===== config.mk =====
export PLATFORM = sky130hd
export DESIGN_NAME = partition_fit_allocator
export DESIGN_NICKNAME = d
export VERILOG_FILES = /design/src/rtl/pfa_pkg.sv /design/src/rtl/pfa_ctrl.sv /design/src/rtl/pfa_datapath.sv /design/src/rtl/partition_fit_allocator.sv
export SDC_FILE = /design/constraint.sdc
export NUM_CORES = 1
export LEC_CHECK = 0
export ABC_AREA = 1
export BUFFER_PORTS_ARGS = -buffer_cell sky130_fd_sc_hd__buf_2
export CAP_MARGIN = 20
export CORE_UTILIZATION = 45
export DETAILED_ROUTE_END_ITERATION = 10
export PLACE_DENSITY = 0.69
export SLEW_MARGIN = 20
export SYNTH_ARGS = -nofsm -noshare
export SYNTH_HDL_FRONTEND = slang
export SYNTH_SLANG_ARGS = --single-unit

===== constraint.sdc =====
create_clock -name aclk -period 7.76 [get_ports aclk]
set_clock_uncertainty 0.05 [all_clocks]
set_input_delay 0.776 -clock aclk [delete_from_list [all_inputs] [get_ports aclk]]
set_output_delay 0.776 -clock aclk [all_outputs]
set_load 0.1 [all_outputs]

===== src/rtl/pfa_pkg.sv =====
// Shared types and constants for the partition fit allocator.
// No dependencies; used by pfa_ctrl, pfa_datapath and partition_fit_allocator.
package pfa_pkg;

    localparam int SIZE_W     = 16;
    localparam int CMD_W      = 2;
    localparam int POLICY_W   = 2;
    localparam int INDEX_W    = 3;
    localparam int CFG_IDX_W  = 3;
    localparam int S_TDATA_W  = 24;
    localparam int M_TDATA_W  = 24;

    typedef enum logic [CMD_W-1:0] {
        CMD_CHECK    = 2'd0,
        CMD_ALLOC    = 2'd1,
        CMD_FREE_ALL = 2'd2,
        CMD_NOP      = 2'd3
    } cmd_t;

    typedef enum logic [POLICY_W-1:0] {
        POL_FIRST = 2'd0,
        POL_BEST  = 2'd1,
        POL_WORST = 2'd2,
        POL_NEXT  = 2'd3
    } policy_t;

    typedef struct packed {
        logic start;
        logic step;
        logic finish;
    } ctrl_cmd_t;

    typedef struct packed {
        logic last;
        logic out_free;
    } ctrl_sts_t;

endpackage


===== src/rtl/pfa_ctrl.sv =====
// Sequencer for the partition fit allocator: accepts a request, steps the scan,
// commits the result. Depends on pfa_pkg.
module pfa_ctrl (
    input  logic                aclk,
    input  logic                aresetn,
    input  logic                req_valid,
    output logic                req_ready,
    input  pfa_pkg::ctrl_sts_t  sts,
    output pfa_pkg::ctrl_cmd_t  cmd
);

    typedef enum logic [1:0] {
        ST_IDLE = 2'b01,
        ST_SCAN = 2'b10
    } state_t;

    state_t state_reg, state_next;

    always_comb begin
        state_next = state_reg;
        cmd        = '0;
        req_ready  = 1'b0;
        case (state_reg)
            ST_IDLE: begin
                req_ready = 1'b1;
                if (req_valid) begin
                    cmd.start  = 1'b1;
                    state_next = ST_SCAN;
                end
            end
            ST_SCAN: begin
                if (!sts.last) begin
                    cmd.step = 1'b1;
                end else if (sts.out_free) begin
                    cmd.finish = 1'b1;
                    state_next = ST_IDLE;
                end
            end
            default: begin
                state_next = ST_IDLE;
            end
        endcase
    end

    always_ff @(posedge aclk) begin
        if (!aresetn) begin
            state_reg <= ST_IDLE;
        end else begin
            state_reg <= state_next;
        end
    end

    a_finish_needs_room: assert property (@(posedge aclk) disable iff (!aresetn)
        cmd.finish |-> sts.out_free)
        else $error("commit issued while result register is occupied");

    a_one_command: assert property (@(posedge aclk) disable iff (!aresetn)
        $onehot0({cmd.start, cmd.step, cmd.finish}))
        else $error("more than one datapath command in a cycle");

    a_start_enters_scan: assert property (@(posedge aclk) disable iff (!aresetn)
        cmd.start |=> (state_reg == ST_SCAN) && !req_ready)
        else $error("accepted transaction did not enter the scan");

    a_finish_returns_idle: assert property (@(posedge aclk) disable iff (!aresetn)
        cmd.finish |=> req_ready)
        else $error("commit did not return to idle");

endmodule


===== src/rtl/pfa_datapath.sv =====
// Datapath of the partition fit allocator: size registers, busy flags, scan
// counter, fit compare, choice tracking and result register. Depends on pfa_pkg.
module pfa_datapath #(
    parameter int PARTITIONS = 8
) (
    input  logic                            aclk,
    input  logic                            aresetn,
    input  pfa_pkg::ctrl_cmd_t              cmd,
    output pfa_pkg::ctrl_sts_t              sts,
    input  logic                            cfg_we,
    input  logic [pfa_pkg::CFG_IDX_W-1:0]   cfg_index,
    input  logic [pfa_pkg::SIZE_W-1:0]      cfg_data,
    input  pfa_pkg::cmd_t                   in_cmd,
    input  pfa_pkg::policy_t                in_policy,
    input  logic [pfa_pkg::SIZE_W-1:0]      in_size,
    output logic                            out_valid,
    input  logic                            out_ready,
    output logic                            out_found,
    output logic [pfa_pkg::INDEX_W-1:0]     out_index,
    output logic [pfa_pkg::SIZE_W-1:0]      out_leftover
);

    localparam int IDX_W = (PARTITIONS > 1) ? $clog2(PARTITIONS) : 1;
    localparam logic [IDX_W:0]   PART_N    = (IDX_W+1)'(PARTITIONS);
    localparam logic [IDX_W-1:0] LAST_SLOT = IDX_W'(PARTITIONS - 1);
    localparam logic [pfa_pkg::CFG_IDX_W:0] CFG_LIMIT = (pfa_pkg::CFG_IDX_W+1)'(PARTITIONS);

    logic [pfa_pkg::SIZE_W-1:0] size_reg [PARTITIONS];
    logic [PARTITIONS-1:0]      busy_reg;
    logic [IDX_W-1:0]           next_start_reg;

    pfa_pkg::cmd_t              cmd_reg;
    pfa_pkg::policy_t           policy_reg;
    logic [pfa_pkg::SIZE_W-1:0] req_reg;
    logic [IDX_W-1:0]           cnt_reg;
    logic                       found_reg, found_next;
    logic [IDX_W-1:0]           pick_reg, pick_next;
    logic [pfa_pkg::SIZE_W-1:0] best_reg, best_next;

    logic                       out_valid_reg;
    logic                       out_found_reg;
    logic [pfa_pkg::INDEX_W-1:0] out_index_reg;
    logic [pfa_pkg::SIZE_W-1:0] out_leftover_reg;

    pfa_pkg::policy_t           rule;
    logic [IDX_W:0]             wrap_sum;
    logic [IDX_W-1:0]           slot;
    logic [pfa_pkg::SIZE_W-1:0] slot_size;
    logic [pfa_pkg::SIZE_W-1:0] rest;
    logic                       fits;
    logic                       take;
    logic                       reports;

    // Check always scans first fit
    assign rule = (cmd_reg == pfa_pkg::CMD_CHECK) ? pfa_pkg::POL_FIRST : policy_reg;

    always_comb begin
        wrap_sum = {1'b0, next_start_reg} + {1'b0, cnt_reg};
        if (rule == pfa_pkg::POL_NEXT) begin
            if (wrap_sum >= PART_N) begin
                slot = IDX_W'(wrap_sum - PART_N);
            end else begin
                slot = wrap_sum[IDX_W-1:0];
            end
        end else begin
            slot = cnt_reg;
        end
    end

    assign slot_size = size_reg[slot];
    assign rest      = slot_size - req_reg;
    assign fits      = (slot_size != '0) && !busy_reg[slot] && (slot_size >= req_reg);

    always_comb begin
        case (rule)
            pfa_pkg::POL_BEST:  take = fits && (!found_reg || rest <= best_reg);
            pfa_pkg::POL_WORST: take = fits && (!found_reg || rest >= best_reg);
            default:            take = fits && !found_reg;
        endcase
        found_next = found_reg || take;
        pick_next  = take ? slot : pick_reg;
        best_next  = take ? rest : best_reg;
    end

    assign reports = (cmd_reg == pfa_pkg::CMD_CHECK) || (cmd_reg == pfa_pkg::CMD_ALLOC);

    assign sts.last     = (cnt_reg == LAST_SLOT);
    assign sts.out_free = !out_valid_reg || out_ready;

    always_ff @(posedge aclk) begin
        if (!aresetn) begin
            for (int i = 0; i < PARTITIONS; i++) begin
                size_reg[i] <= '0;
            end
        end else if (cfg_we && ({1'b0, cfg_index} < CFG_LIMIT)) begin
            size_reg[cfg_index[IDX_W-1:0]] <= cfg_data;
        end
    end

    always_ff @(posedge aclk) begin
        if (!aresetn) begin
            busy_reg       <= '0;
            next_start_reg <= '0;
        end else if (cmd.finish) begin
            if (cmd_reg == pfa_pkg::CMD_FREE_ALL) begin
                busy_reg <= '0;
            end else if (cmd_reg == pfa_pkg::CMD_ALLOC && found_next) begin
                busy_reg[pick_next] <= 1'b1;
                next_start_reg      <= (pick_next == LAST_SLOT) ? '0 : pick_next + 1'b1;
            end
        end
    end

    always_ff @(posedge aclk) begin
        if (cmd.start) begin
            cmd_reg    <= in_cmd;
            policy_reg <= in_policy;
            req_reg    <= in_size;
        end
    end

    always_ff @(posedge aclk) begin
        if (!aresetn) begin
            cnt_reg   <= '0;
            found_reg <= 1'b0;
            pick_reg  <= '0;
            best_reg  <= '0;
        end else if (cmd.start) begin
            cnt_reg   <= '0;
            found_reg <= 1'b0;
            pick_reg  <= '0;
            best_reg  <= '0;
        end else if (cmd.step) begin
            cnt_reg   <= cnt_reg + 1'b1;
            found_reg <= found_next;
            pick_reg  <= pick_next;
            best_reg  <= best_next;
        end
    end

    always_ff @(posedge aclk) begin
        if (!aresetn) begin
            out_valid_reg <= 1'b0;
        end else if (cmd.finish) begin
            out_valid_reg <= 1'b1;
        end else if (out_ready) begin
            out_valid_reg <= 1'b0;
        end
    end

    always_ff @(posedge aclk) begin
        if (cmd.finish) begin
            out_found_reg    <= reports && found_next;
            out_index_reg    <= (reports && found_next) ? pfa_pkg::INDEX_W'(pick_next) : '0;
            out_leftover_reg <= (reports && found_next) ? best_next : '0;
        end
    end

    assign out_valid    = out_valid_reg;
    assign out_found    = out_found_reg;
    assign out_index    = out_index_reg;
    assign out_leftover = out_leftover_reg;

    a_commit_loads_result: assert property (@(posedge aclk) disable iff (!aresetn)
        cmd.finish |=> out_valid_reg)
        else $error("commit did not load the result register");

    a_alloc_marks_busy: assert property (@(posedge aclk) disable iff (!aresetn)
        cmd.finish && cmd_reg == pfa_pkg::CMD_ALLOC && found_next |=> busy_reg[$past(pick_next)])
        else $error("allocated partition not marked busy");

endmodule


===== src/rtl/partition_fit_allocator.sv =====
// Top level of the fixed-partition fit allocator (first, best, worst, next fit).
// Depends on pfa_pkg, pfa_ctrl and pfa_datapath.
//
//  channel   direction  payload
//  s_axis    in         command, policy, request_size
//  m_axis    out        found, partition_index, leftover
//  cfg       in         partition size register write (index, data)
//
// A transaction is accepted, then compared against each partition in turn, the
// last compare committing the choice. Partitions are scanned one per cycle
// through a single fit comparator, except where the last step stalls.
// A finished result waits in the output register; the scan stalls on its last
// step while that register is full. Reset clears sizes, busy flags and next fit.
module partition_fit_allocator #(
    parameter int PARTITIONS = 8
) (
    input  logic                              aclk,
    input  logic                              aresetn,
    input  logic                              cfg_valid,
    output logic                              cfg_ready,
    input  logic [pfa_pkg::CFG_IDX_W-1:0]     cfg_index,
    input  logic [pfa_pkg::SIZE_W-1:0]        cfg_data,
    input  logic                              s_axis_tvalid,
    output logic                              s_axis_tready,
    input  logic [pfa_pkg::S_TDATA_W-1:0]     s_axis_tdata,  // command, policy, request_size
    output logic                              m_axis_tvalid,
    input  logic                              m_axis_tready,
    output logic [pfa_pkg::M_TDATA_W-1:0]     m_axis_tdata   // found, partition_index, leftover
);

    pfa_pkg::ctrl_cmd_t             cmd;
    pfa_pkg::ctrl_sts_t             sts;
    logic                           out_found;
    logic [pfa_pkg::INDEX_W-1:0]    out_index;
    logic [pfa_pkg::SIZE_W-1:0]     out_leftover;

    assign cfg_ready = 1'b1;

    pfa_ctrl u_ctrl (
        .aclk      (aclk),
        .aresetn   (aresetn),
        .req_valid (s_axis_tvalid),
        .req_ready (s_axis_tready),
        .sts       (sts),
        .cmd       (cmd)
    );

    pfa_datapath #(
        .PARTITIONS (PARTITIONS)
    ) u_datapath (
        .aclk         (aclk),
        .aresetn      (aresetn),
        .cmd          (cmd),
        .sts          (sts),
        .cfg_we       (cfg_valid),
        .cfg_index    (cfg_index),
        .cfg_data     (cfg_data),
        .in_cmd       (pfa_pkg::cmd_t'(s_axis_tdata[1:0])),
        .in_policy    (pfa_pkg::policy_t'(s_axis_tdata[3:2])),
        .in_size      (s_axis_tdata[19:4]),
        .out_valid    (m_axis_tvalid),
        .out_ready    (m_axis_tready),
        .out_found    (out_found),
        .out_index    (out_index),
        .out_leftover (out_leftover)
    );

    assign m_axis_tdata = {4'b0000, out_leftover, out_index, out_found};

endmodule


== Yosys cells after proc, flatten, opt, wreduce, memory -nomap -nowiden ==
Memory sizes are Yosys's and may differ from the RTL's.
Index checks and enable logic that the tools add are counted.
Word-level totals
  flip-flop bits (word level): 77
  RAM bits: 128
  bits of input ports: 48
  output and inout bits: 27
  memories: 1
Memory list
  u_datapath.size_reg: words 8, width 16, rd ports 1, clocked after memory_dff 0, write ports 8, RTL line pfa_datapath.sv:28  | logic [pfa_pkg::SIZE_W-1:0] size_reg [PARTITIONS];
Operators by class
  add/subtract/negate cells: 5
  $lt $le $gt $ge: 7
  eq/ne operators: 12
  mux-type cells: 33
  bitwise gates (word level): 3
  reductions and logical operators: 25
Operators with widths (number)
  16-bit greater-or-equal comparator: 2
  16-bit two-way mux: 2
  16-bit less-or-equal comparator: 1
  8-bit two-way mux: 2
  16-bit nonzero test: 1
  16-bit OR reduction: 1
  16-bit subtractor: 1
  1-bit two-way mux: 15
  3-bit two-way mux: 5
  2-bit two-way mux: 5
  2-bit equality test, second input constant: 4
  1-bit logical AND: 8
  3-bit by 4-bit < comparator with 1-bit output, second input constant: 2
  8-bit bitwise OR: 1
  3-bit by 1-bit adder with 3-bit output, second input constant: 2
  2-bit by 1-bit equality test with 1-bit output, second input constant: 3
  3-bit equality test, second input constant: 2
  3-bit AND reduction: 2
  1-bit logical OR: 5
  3-bit by 3-bit adder with 4-bit output: 1
  4-bit greater-or-equal comparator, second input constant: 1
  2-bit inequality test, second input constant: 2
  2-bit one-hot mux with 2 select lines: 1
  2-bit nonzero test: 2
  other kinds (11): 14

== Longest topological paths before layout ==
Gate-level depths: netlist (run 1).
  depth in word-level cells: 19
  depth in mapped cells: 45
  gate-level depth less buffers: 43

== Hierarchy ==
Synthesis (run 1) repeated with hierarchy kept, for this count alone.
Second synthesis, totals
  cells, all modules: 1239
  area, all modules: 10672.7 um^2
Modules (own cells, without submodules)
  pfa_datapath: instances 1, cells an instance 1214, area each 10506.3 um^2, sequential area each 5745.5 um^2
  pfa_ctrl: instances 1, cells an instance 17, area each 113.9 um^2, sequential area each 40.0 um^2
  partition_fit_allocator: instances 1, cells an instance 8, area each 52.6 um^2, sequential area each 0.0 um^2

== Worst setup path after synthesis (run 1) ==
OpenSTA, ideal clock, no wires.
  path type: flip-flop to flip-flop
  start: reg u_datapath.cnt_reg[0]
  end: reg u_datapath.next_start_reg[1]
  setup time: 119 ps
  arrival: 5350 ps
  required time: 7591 ps
  path slack: 2241 ps
  stages on the path, launching flop included: 39
  period minus slack after synthesis: 5519 ps
  cells stage by stage: dfxtp_1 ha_1 inv_1 fa_1 nand2_1 o21ai_4 inv_4 buf_6 nand3_1 nand2_1 o21ai_0 ha_1 nand3_1 nand2_1 a21oi_1 o21ai_0 a21boi_0 o21ai_0 [... 3 more ...] and2_1 inv_1 ha_1 a21oi_1 o21ai_0 nor2_1 nand2_1 nand2_1 nand2_1 nand2_1 nand2_1 nand2_1 nand4_4 nand2_1 nand2_2 ha_1 o21ai_0 a21oi_1
On the way
  cells in the longest elaborated chain, start to end: 14
  elaborated cells on any way between the ends: 32
Ends and longest elaborated chain
  from (decl): RTL line pfa_datapath.sv:35  | logic [IDX_W-1:0] cnt_reg;
  from (signal assigned): RTL line pfa_datapath.sv:134  | cnt_reg <= cnt_reg + 1'b1;
  3-bit by 3-bit adder with 4-bit output: RTL line pfa_datapath.sv:58  | wrap_sum = {1'b0, next_start_reg} + {1'b0, cnt_reg};
  4-bit greater-or-equal comparator / 3-bit by 1-bit subtractor with 3-bit output (equally long branches): RTL line pfa_datapath.sv:60, pfa_datapath.sv:61
  3-bit two-way mux: RTL line pfa_datapath.sv:60  | if (wrap_sum >= PART_N) begin
  3-bit two-way mux (*): RTL line pfa_datapath.sv:59  | if (rule == pfa_pkg::POL_NEXT) begin
  branches (longest 7 deep; another with memory 8 x 16 bit)
  3-bit two-way mux (*): RTL line pfa_datapath.sv:81  | pick_next = take ? slot : pick_reg;
  via u_datapath.pick_next[0]: RTL line pfa_datapath.sv:37  | logic [IDX_W-1:0] pick_reg, pick_next;
  3-bit by 1-bit adder with 3-bit output / 3-bit equality test (equally long branches): RTL line pfa_datapath.sv:109  | next_start_reg <= (pick_next == LAST_SLOT) ? '0 : pick_next + 1'b1;
  3-bit two-way mux (*): RTL line pfa_datapath.sv:109
  to (signal assigned): RTL line pfa_datapath.sv:109
  to (decl): RTL line pfa_datapath.sv:30  | logic [IDX_W-1:0] next_start_reg;
Mark *: on every way through the listed nets, which the timed path passes. The select of a mux whose other input is x is not followed.
A chain may end at the register's enable or synchronous reset.

== Final worst setup path (run 1) ==
  start: reg u_datapath.cmd_reg[1]
  end: reg u_datapath.out_leftover_reg (netlist bit u_datapath.out_leftover[13]), data pin
On the way
  cells in the longest elaborated chain, start to end: 13
  elaborated cells on any way between the ends: 28
Ends and longest elaborated chain
  from (decl): RTL line pfa_datapath.sv:32  | pfa_pkg::cmd_t cmd_reg;
  from (signal assigned): RTL line pfa_datapath.sv:116  | cmd_reg <= in_cmd;
  branches (longest 13 deep; another with memory 8 x 16 bit)
  to (signal assigned): RTL line pfa_datapath.sv:155  | out_leftover_reg <= (reports && found_next) ? best_next : '0;
  to (decl): RTL line pfa_datapath.sv:43  | logic [pfa_pkg::SIZE_W-1:0] out_leftover_reg;
Parallel ways; which one is timed is not known. The select of a mux whose other input is x is not followed.

==> summary.md, run 1 <==
| Metric | Value |
|---|---|
| DR vias/cell | approximately 5.1 |
| Site row count | 56 |
| Dominant synthesized flop cell | edfxtp_1 |
| Routed WL per cell | between 15 and 20 um |
| Unique masters post-synth | between 40 and 50 |
| Synth top cells by count | 288 x nand2_1, 178 x nor2_1, 168 x edfxtp_1, 145 x inv_1, 130 x nand3_1 |
| Worst Path Buf+Inv | 6 |
| Layout cells sized above 1 | about 12% |
| Die W | between 150 and 200 um |
| PostCTS Resize Cnt | 0 |
| Hold depth | 1 |
| TritonCTS Buffers | 23 |
| Top cell type's share of synthesized area | 47.24% |
| Worst Tran Pin Value | about 960 ps |
| Total grt overflow | 0 |
| Iter 0 DRT Violations | 560 |
| Drt pass-1 iters | 5 |
| Top Ports | 75 |
| Filler cells | between 2000 and 2500 |
| Crit path top cell by count | nand2_1 |
| Register bit count reported by yosys | 205 |
| R2r endpoint | u_datapath.out_leftover[13]$_SDFFCE_PN0P_ |
| Synth Warn # | 0 |
| Max FFs per register | about 130 |
| Antenna Cells | 0 |
| Initial Util | 45.63% |
| Total of max-cap violations | 0 |
| Global-route wire length before repair | between 30 and 40 mm |
| Clock slew at reported path FFs | ~60 ps |
| Setup violations, final | 0 |
| Req. time, crit path | ~8000 ps |
| Port buffer count | 65 |
| Cell with the most instances after synthesis | nand2_1 |
| Crit end category | register |
| Design area | approximately 0.012 mm2 |
| Final worst path period share | ~90% |
| Fin nets | about 1400 |
| Post-Synthesis Cell Area | 0.01068 mm2 |
| Die area | about 0.024 mm2 |
| Gpl congestion | between 0.8 and 0.9 |
| GRT Total Usage | a little over a fifth |
| CP Launch Type | register |
| Routed WL | about 25 mm |
| End of the worst hold path | u_datapath.req_reg[6]$_DFFE_PP_ |
| CTS tree | built |
| HPWL after DPL | ~16 mm |
| CTS Hold Bufs | 0 |
| Top cell family by delay on the critical path | compound AO/OA/AOI/OAI gates |
| CP max stage cell | o21ai_4 |
| Run status | completed |
| Final hold vios | 0 |
| Final ANT Viol Nets | 0 |
| Power density over cell area | ~250 mW/mm2 |
| Area contributors post-synth | edfxtp_1 47%, nand2_1 10%, dfxtp_1 6.9% |
| Max VDD drop | between 0.00015 and 0.0002 V |
| Pin count of the biggest net entering global routing | 40 |
| Post-CTS Setup Bufs | 0 |
| Number of flops mapped to enable cells by yosys | between 150 and 200 |
| Chip height | approximately 160 um |
| Core area | 0.02340 mm2 |
| Vias in the first global route | between 7000 and 8000 |
| Layout Area Growth over Synthesis | 12.64% |
| Worst reg2reg path depth | 35 |
| Clk buf depth | 3 |
| Setup_tns | 0 ps |
| R2r setup slk | 680 ps |
| Hold_ws | approximately 380 ps |
| Antenna violations before repair | 0 |
| Root Driver | clkbuf_16 |
| Critical Path AT | ~7300 ps |
| Clock H-tree levels | 1 |
| CP max FO | 36 |
| Slowest stage delay, CP | approximately 650 ps |
| Critical path class | register to register |
| RSZ-0062 raised after global routing | false |
| Sequential area share after synthesis | approximately 54% |
| CTS sink count | 205 |
| Synthesized instance count | roughly 1200 |
| Vias | 8111 |
| Cell Area, Placed | 0.01117 mm2 |
| R2R Path Start | u_datapath.cmd_reg[1]$_DFFE_PP_ |
| Top cell type by total area after synthesis | edfxtp_1 |
| Min-delay worst type | input port to register |
| Synthesized area per cell | just under 9 um2 |
| Clock latency at the later pin of the worst-skew pair | roughly 520 ps |
| Peak Freq | between 100 and 150 MHz |
| Asr flop ratio synth | 0% |
| Startpoint of the worst hold path | s_axis_tdata[10] |
| Final max-slew violation count | 0 |
| DRC errors left | 0 |
| Leakage power | between 5 and 6 nW |
| Fin crit period | about 7000 ps |
| Rel. slew slack | between 30% and 40% |
## worst max-delay path by stage
stage	startpoint	end	slack (ps)	cells past startpoint
after detailed placement	u_datapath.cmd_reg[1]$_DFFE_PP_	u_datapath.out_leftover[13]$_SDFFCE_PN0P_	690	36
after global routing	u_datapath.cmd_reg[1]$_DFFE_PP_	u_datapath.busy_reg[2]$_SDFFE_PN0P_	30	36
after CTS	u_datapath.cmd_reg[1]$_DFFE_PP_	u_datapath.out_leftover[13]$_SDFFCE_PN0P_	690	36
after floorplan	u_datapath.cnt_reg[0]$_SDFFE_PP0P_	u_datapath.next_start_reg[1]$_SDFFE_PN0P_	2240	38
after global placement	u_datapath.cmd_reg[1]$_DFFE_PP_	u_datapath.out_leftover[13]$_SDFFCE_PN0P_	790	36
final	u_datapath.cmd_reg[1]$_DFFE_PP_	u_datapath.out_leftover[13]$_SDFFCE_PN0P_	680	35
## metal layers
metal  up-vias  share of wire, %  track usage (%)
met4         0               3.1            6.956
li1       4083                 -                -
met3        39               6.2            3.361
met1      3733                42            26.34
met2       256                48            36.59
met5         -                 0                0
## where the power goes
| group | switching, mW | internal, mW | leakage (nW) | total, mW |
|---|---|---|---|---|
| Clock | 0.445 | 0.782 | 0.412 | 1.23 |
| Combinational | 0.344 | 0.168 | 3.00 | 0.512 |
| Sequential | 0.0151 | 1.25 | 1.92 | 1.26 |
## final cells by class
class | count | area, um2 | area share (%)
timing repair buffer | 76 | 407.9 | 3.391
clock inverter | 15 | 267.8 | 2.226
multi-input combinational | 801 | 3990 | 33.17
sequential | 205 | 5786 | 48.10
clock buffer | 27 | 590.6 | 4.910
inverter | 156 | 588.1 | 4.889
tap | 319 | 399.1 | 3.318
## placed cells by master (no fill, tap or decap), types with 3 or more instances in the layout
cell	instances
bufinv_16	7
nand2_1	288
inv_2	9
buf_2	65
a21oi_1	43
nand2_2	8
dfxtp_1	37
ha_1	38
o21ai_2	11
edfxtp_1	168
clkinv_2	3
o21ai_0	17
o211ai_1	16
xnor2_1	7
a21o_1	5
nand3_1	130
inv_1	145
conb_1	5
o21ai_1	10
nor2_1	177
clkinv_1	3
buf_4	11
nand4_1	18
nand3b_1	5
xor2_1	6
clkbuf_1	4
clkbuf_16	23
## logic make-up (layout without fill, tap and decap cells)
family / after synthesis / after routing / share of synthesized area (%)
buffers and inverters: 209 / 274 / 8.588
flip-flops: 205 / 205 / 54.18
AO/OA/AOI/OAI: 109 / 109 / 6.245
other: 2 / 5 / 0.07032
adder cells (fa/ha/maj): 40 / 40 / 4.827
AND/OR/NAND/NOR: 634 / 634 / 25.03
XOR/XNOR: 13 / 13 / 1.066
## through the flow
stage                     worst slack, ps  util, %  power [mW]  cells
final                               684.8    51.40       3.001   1599
after global routing                33.62    51.40       3.140   1599
after CTS                           694.1    51.40       3.020   1599
after detailed placement            686.3    47.73       1.795   1557
after global placement              793.4    47.73       1.784   1557
after floorplan                      2241        -       1.677   1215
No activity file was read; power rests on OpenSTA's default activity.
==> run 2: changes to the inputs <==
--- a/config.mk
+++ b/config.mk
@@ -7,10 +7,12 @@
 export LEC_CHECK = 0
 export ABC_AREA = 1
 export BUFFER_PORTS_ARGS = -buffer_cell sky130_fd_sc_hd__buf_2
-export CAP_MARGIN = 20
+export CAP_MARGIN = 30
+export CELL_PAD_IN_SITES_DETAIL_PLACEMENT = 0
+export CELL_PAD_IN_SITES_GLOBAL_PLACEMENT = 1
 export CORE_UTILIZATION = 45
 export DETAILED_ROUTE_END_ITERATION = 10
-export PLACE_DENSITY = 0.69
+export PLACE_DENSITY = 0.85
 export SLEW_MARGIN = 20
 export SYNTH_ARGS = -nofsm -noshare
 export SYNTH_HDL_FRONTEND = slang
==> run 2 against run 1 <==
  * Cell count shrank 0.25%
  * Wire length grew 1.4%
  * Critical path depth is the same
  * Non-clock buffer count is the same
  * Clock power shrank 16%
  * Count of clock-buffer cells in the layout shrank 2
  * Combinational power is essentially flat
  * Core utilization shrank 0.64 points
  * Sequential share of layout area grew 0.60 points
  * Flip-flop and latch count is the same
  * Largest cell class unchanged
==> summary.md, run 2 (synthesis gave the netlist of run 1 again) <==
| Metric | Value |
|---|---|
| Core area | 0.02340 mm2 (unchanged) |
| Worst Tran Pin Value | 960.9 ps (was 958.6 ps) |
| Final worst path period share | 90.60% (was 91.18%) |
| HPWL after DPL | 16.37 mm (was 16.08 mm) |
| Gpl congestion | 0.8512 (was 0.8802) |
| Leading cell type in the layout, fill and taps excluded | nand2_1 (unchanged) |
| Clock H-tree levels | 1 (unchanged) |
| Total of max-cap violations | 0 (unchanged) |
| Vias | 8133 (was 8111) |
| RSZ-0062 raised after global routing | false (unchanged) |
| Rel. slew slack | 35.79% (was 35.94%) |
| GRT Total Usage | 21.05% (was 20.95%) |
| Die W | 156.1 um (unchanged) |
| Core Util, Final | 50.76% (was 51.40%) |
| DR vias/cell | 5.099 (was 5.073) |
| Drt pass-1 iters | 5 (unchanged) |
| Crit end category | register (unchanged) |
| Peak Freq | 142.2 MHz (was 141.3 MHz) |
| Clk buf depth | 3 (unchanged) |
| Post-CTS Setup Bufs | 0 (unchanged) |
| Max FFs per register | 128 (unchanged) |
| Leakage power | 5.270 nW (was 5.332 nW) |
| Critical path class | register to register (unchanged) |
| Total grt overflow | 0 (unchanged) |
| Initial Util | 45.63% (unchanged) |
| DRC errors left | 0 (unchanged) |
| Routed WL | 25.18 mm (was 24.83 mm) |
| Setup violations, final | 0 (unchanged) |
| Clock latency at the later pin of the worst-skew pair | 530 ps (was 520 ps) |
| Power density over cell area | 235.6 mW/mm2 (was 249.4 mW/mm2) |
| Dpl ws | 629.9 ps (was 686.3 ps) |
| CP max stage cell | o21ai_4 (unchanged) |
| CTS Hold Bufs | 0 (unchanged) |
| CTS sink count | 205 (unchanged) |
| Most frequent cells in the layout | 288 x nand2_1, 176 x nor2_1, 168 x edfxtp_1, 145 x inv_1, 130 x nand3_1 (was 288 x nand2_1, 177 x nor2_1, 168 x edfxtp_1, 145 x inv_1, 130 x nand3_1) |
| Slowest stage delay, CP | 580 ps (was 650 ps) |
| Final ANT Viol Nets | 0 (unchanged) |
| Pin count of the biggest net entering global routing | 53 (was 40) |
| Chip height | 156.1 um (unchanged) |
| Storage cell area | 0.005786 mm2 (unchanged) |
| Routed WL per cell | 15.79 um (was 15.53 um) |
| Min-delay worst type | input port to register (unchanged) |
| CP Launch Type | register (unchanged) |
| Filler cells | 2260 (was 2196) |
| Antenna violations before repair | 0 (unchanged) |
| Critical Path AT | 7390 ps (was 7280 ps) |
| Worst Path Buf+Inv | 3 (was 6) |
| TritonCTS Buffers | 22 (was 23) |
| Setup_tns | 0 ps (unchanged) |
| Iter 0 DRT Violations | 557 (was 560) |
| Final max-slew violation count | 0 (unchanged) |
| Antenna Cells | 0 (unchanged) |
| P_sw | 795.8 uW (was 804.1 uW) |
| Clock power frac | 36.7% (was 40.9%) |
| Top cell family by delay on the critical path | compound AO/OA/AOI/OAI gates (unchanged) |
| Die area | 0.02435 mm2 (unchanged) |
| Site row count | 56 (unchanged) |
| Combinational share of power | 18.3% (was 17.1%) |
| Layout Area Growth over Synthesis | 11.25% (was 12.64%) |
| Max VDD drop | 0.0002216 V (was 0.0001714 V) |
| Final WS setup | 729.4 ps (was 684.8 ps) |
| Flop pwr share | 45.1% (was 42.0%) |
| Global-route wire length before repair | 39.72 mm (was 39.50 mm) |
| CP max FO | 36 (unchanged) |
| Top Ports | 75 (unchanged) |
| Fin crit period | 7031 ps (was 7075 ps) |
| Area of the multi-input gates | 0.003993 mm2 (was 0.003990 mm2) |
| Crit path top cell by count | nand2_1 (unchanged) |
| Vias in the first global route | 7720 (was 7672) |
| Fin nets | 1350 (was 1351) |
| Run status | completed (unchanged) |
| Int Pwr | 2.003 mW (was 2.196 mW) |
| Clock slew at reported path FFs | 60 ps (about the same) |
| CTS tree | built (unchanged) |
| Final hold vios | 0 (unchanged) |
| Root Driver | clkbuf_16 (unchanged) |
| PostCTS Resize Cnt | 0 (unchanged) |
| Sw Share | 28.43% (was 26.80%) |
| Power consumption | 2.799 mW (was 3.001 mW) |
| Layout cells sized above 1 | 11.52% (was 11.56%) |
| Port buffer count | 65 (unchanged) |
| Req. time, crit path | 8120 ps (was 7960 ps) |
## run 2: cell type report
class	count	area share (%)
timing repair buffer	76	3.465
sequential	205	48.70
clock inverter	13	1.190
multi-input combinational	801	33.61
inverter	156	4.950
tap	319	3.360
clock buffer	25	4.729
## run 2: metal layers
| metal | share of wire, % | up-vias | routed length, um | GRT usage [%] |
|---|---|---|---|---|
| li1 | - | 4074 | - | - |
| met1 | 43 | 3765 | 10930 | 26.81 |
| met2 | 48 | 245 | 12060 | 36.44 |
| met3 | 5.8 | 49 | 1469 | 3.389 |
| met4 | 2.9 | 0 | 720 | 6.769 |
| met5 | 0 | - | 0 | 0 |
## run 2: worst reg2reg max path: cells and delay by family, from the launching register on
family | cells | cell delay [ps]
AOI/OAI and AO/OA | 11 | 2710
adders and majority gates | 4 | 1170
buffers and inverters | 3 | 510
DFF | 1 | 420
and+or+nand+nor | 17 | 2060
## run 2: worst paths after layout
| check | to | slack, ps | cells after the start | startpoint |
|---|---|---|---|---|
| worst max register to register | u_datapath.next_start_reg[1]$_SDFFE_PN0P_ | 730 | 35 | u_datapath.cmd_reg[1]$_DFFE_PP_ |
| worst min register to register | u_datapath.busy_reg[6]$_SDFFE_PN0P_ | 400 | 2 | u_datapath.busy_reg[6]$_SDFFE_PN0P_ |
| worst max-delay path | u_datapath.next_start_reg[1]$_SDFFE_PN0P_ | 730 | 35 | u_datapath.cmd_reg[1]$_DFFE_PP_ |
| worst min-delay path | u_datapath.req_reg[13]$_DFFE_PP_ | 380 | 1 | s_axis_tdata[17] |
## run 2: power groups by stage
stage / sequential [mW] / clock, mW / combinational (mW)
finish: 1.26 / 1.03 / 0.511
floorplan: 1.28 / 0 / 0.398
global route: 1.27 / 1.08 / 0.587
detailed placement: 1.28 / 0 / 0.511
global placement: 1.28 / 0 / 0.504
CTS: 1.26 / 1.04 / 0.515
## run 2: per-stage QoR
stage,hold slack (ps),cells,area (um2)
floorplan,376.8,1215,10690
finish,378.2,1595,11880
CTS,362.7,1594,11870
global route,360.5,1595,11880
global placement,384.7,1556,11170
detailed placement,388.1,1556,11170
==> run 3: changes to the inputs <==
--- a/config.mk
+++ b/config.mk
@@ -10,9 +10,9 @@
 export CAP_MARGIN = 30
 export CELL_PAD_IN_SITES_DETAIL_PLACEMENT = 0
 export CELL_PAD_IN_SITES_GLOBAL_PLACEMENT = 1
-export CORE_UTILIZATION = 45
+export CORE_UTILIZATION = 47
 export DETAILED_ROUTE_END_ITERATION = 10
-export PLACE_DENSITY = 0.85
+export PLACE_DENSITY = 0.88
 export SLEW_MARGIN = 20
 export SYNTH_ARGS = -nofsm -noshare
 export SYNTH_HDL_FRONTEND = slang
==> run 3 against run 2 <==
  * Via count about the same
  * Global-route usage rose by 0.89 points
  * Die area is 4.2% lower
  * Wire length hardly changed
==> summary.md, run 3 (synthesis gave the netlist of run 1 again) <==
| Metric | Value |
|---|---|
| Fin nets | 1350 (unchanged) |
| Root Driver | clkbuf_16 (unchanged) |
| Most frequent cells in the layout | 288 x nand2_1, 176 x nor2_1, 168 x edfxtp_1, 145 x inv_1, 130 x nand3_1 (unchanged) |
| Top Ports | 75 (unchanged) |
| Flop pwr share | 45.5% (was 45.1%) |
| Clock power frac | 35.7% (was 36.7%) |
| GRT Total Usage | 21.94% (was 21.05%) |
| Critical Path AT | 6960 ps (was 7390 ps) |
| Final max-slew violation count | 0 (unchanged) |
| Global-route wire length before repair | 39.98 mm (was 39.72 mm) |
| Post-CTS Setup Bufs | 0 (unchanged) |
| Pin count of the biggest net entering global routing | 53 (unchanged) |
| RSZ-0062 raised after global routing | false (unchanged) |
| Hold_ws | 383.9 ps (was 378.2 ps) |
| Gpl congestion | 0.7920 (was 0.8512) |
| Final ANT Viol Nets | 0 (unchanged) |
| Vias in the first global route | 7643 (was 7720) |
| Max FFs per register | 128 (unchanged) |
| Final WS setup | 956.4 ps (was 729.4 ps) |
| Critical path class | register to register (unchanged) |
| Combinational share of power | 18.8% (was 18.3%) |
| CP Launch Type | register (unchanged) |
| Dpl ws | 961.3 ps (was 629.9 ps) |
| Port buffer count | 65 (unchanged) |
| Fin crit period | 6804 ps (was 7031 ps) |
| Req. time, crit path | 7920 ps (was 8120 ps) |
| Routed WL per cell | 16.17 um (was 15.79 um) |
| Sw Share | 28.88% (was 28.43%) |
| Initial Util | 48.48% (was 45.63%) |
| Die area | 0.02333 mm2 (was 0.02435 mm2) |
| CTS sink count | 205 (unchanged) |
| Antenna violations before repair | 0 (unchanged) |
| CTS tree | built (unchanged) |
| PostCTS Resize Cnt | 0 (unchanged) |
| Final hold vios | 0 (unchanged) |
| CTS Hold Bufs | 0 (unchanged) |
| Min-delay worst type | input port to register (unchanged) |
| CP max stage cell | fa_1 (was o21ai_4) |
| Antenna Cells | 0 (unchanged) |
| Drt pass-1 iters | 7 (was 5) |
| Routed WL | 25.19 mm (was 25.18 mm) |
| DRC errors left | 0 (unchanged) |
| TritonCTS Buffers | 23 (was 22) |
| Area of the multi-input gates | 0.003998 mm2 (was 0.003993 mm2) |
| Cell Area, Placed | 0.01112 mm2 (was 0.01117 mm2) |
| Int Pwr | 1.972 mW (was 2.003 mW) |
| Rel. slew slack | 37.46% (was 35.79%) |
| Die W | 152.7 um (was 156.1 um) |
| Setup violations, final | 0 (unchanged) |
| CP max FO | 34 (was 36) |
| Site row count | 54 (was 56) |
| Chip height | 152.7 um (was 156.1 um) |
| Clk buf depth | 3 (unchanged) |
| Clock slew at reported path FFs | 60 ps (about the same) |
| Total of max-cap violations | 0 (unchanged) |
| Slowest stage delay, CP | 520 ps (was 580 ps) |
| Crit end category | register (unchanged) |
| Max VDD drop | 0.0001964 V (was 0.0002216 V) |
| HPWL after DPL | 16.18 mm (was 16.37 mm) |
| Crit path top cell by count | nand2_1 (unchanged) |
| Setup_tns | 0 ps (unchanged) |
| Worst Tran Pin Value | 935.9 ps (was 960.9 ps) |
| Iter 0 DRT Violations | 554 (was 557) |
| P_sw | 800.9 uW (was 795.8 uW) |
| Clock latency at the later pin of the worst-skew pair | 520 ps (was 530 ps) |
| Layout cells sized above 1 | 11.19% (was 11.52%) |
| Design area | 0.01180 mm2 (was 0.01188 mm2) |
| Peak Freq | 147.0 MHz (was 142.2 MHz) |
| Clock H-tree levels | 1 (unchanged) |
| Leading cell type in the layout, fill and taps excluded | nand2_1 (unchanged) |
| DR vias/cell | 5.221 (was 5.099) |
| Power density over cell area | 235.1 mW/mm2 (was 235.6 mW/mm2) |
| Vias | 8135 (was 8133) |
| Final worst path period share | 87.68% (was 90.60%) |
| Total grt overflow | 0 (unchanged) |
| Run status | completed (unchanged) |
| Storage cell area | 0.005786 mm2 (unchanged) |
| Core area | 0.02203 mm2 (was 0.02340 mm2) |
| Leakage power | 5.248 nW (was 5.270 nW) |
| Layout Area Growth over Synthesis | 10.45% (was 11.25%) |
| Filler cells | 2018 (was 2260) |
## run 3: changes by cell type in the layout (fill, tap and decap cells not counted), sizes merged
cell,previous run,this run
inv,155,157
clkinv,11,8
clkbuf,25,32
bufinv,2,0
clkinvlp,1,0
buf,76,75
## run 3: worst paths after layout
| kind | start | end | slack [ps] | cells after the start |
|---|---|---|---|---|
| min | s_axis_tdata[9] | u_datapath.req_reg[5]$_DFFE_PP_ | 380 | 1 |
| max | u_datapath.cnt_reg[0]$_SDFFE_PP0P_ | u_datapath.out_leftover[15]$_SDFFCE_PN0P_ | 960 | 36 |
| max reg2reg | u_datapath.cnt_reg[0]$_SDFFE_PP0P_ | u_datapath.out_leftover[15]$_SDFFCE_PN0P_ | 960 | 36 |
| min reg2reg | u_datapath.busy_reg[6]$_SDFFE_PN0P_ | u_datapath.busy_reg[6]$_SDFFE_PN0P_ | 400 | 2 |
## run 3: cell type report
type / count / share of cell area, %
clock buffers: 32 / 5.251
clock inverters: 9 / 0.4561
inverters: 156 / 4.986
multi-input cells: 801 / 33.89
flip-flops and latches: 205 / 49.05
well taps: 280 / 2.970
repair buffers: 75 / 3.394
## run 3: worst max-delay path: cells and delay by family (launching register included)
kind	cells	cell delay [ps]
compound gates	8	1590
flops	1	470
buf+inv	5	910
fa+ha+maj	4	1360
simple gates	19	2070
## run 3: power by group through the flow
stage               Sequential [mW]  Clock, mW  Combinational (mW)
CTS                            1.26       1.00               0.522
detailed placement             1.28          0               0.520
global route                   1.27       1.04               0.592
global placement               1.28          0               0.510
floorplan                      1.28          0               0.398
finish                         1.26      0.991               0.521
## run 3: per-layer routing
layer	GRT usage, %	part of all wire [%]	vias up
li1	-	-	4081
met4	7.552	2.8	0
met3	2.873	5.6	49
met5	0	0	-
met2	36.89	48	237
met1	29.23	44	3768
## run 3: per-stage QoR
step           cells  power [mW]  util (%)
2_1_floorplan   1215       1.677         -
3_3_place_gp    1517       1.792     50.47
3_5_place_dp    1517       1.804     50.47
4_1_cts         1558       2.786     53.53
5_1_grt         1558       2.897     53.55
6_report        1558       2.773     53.55
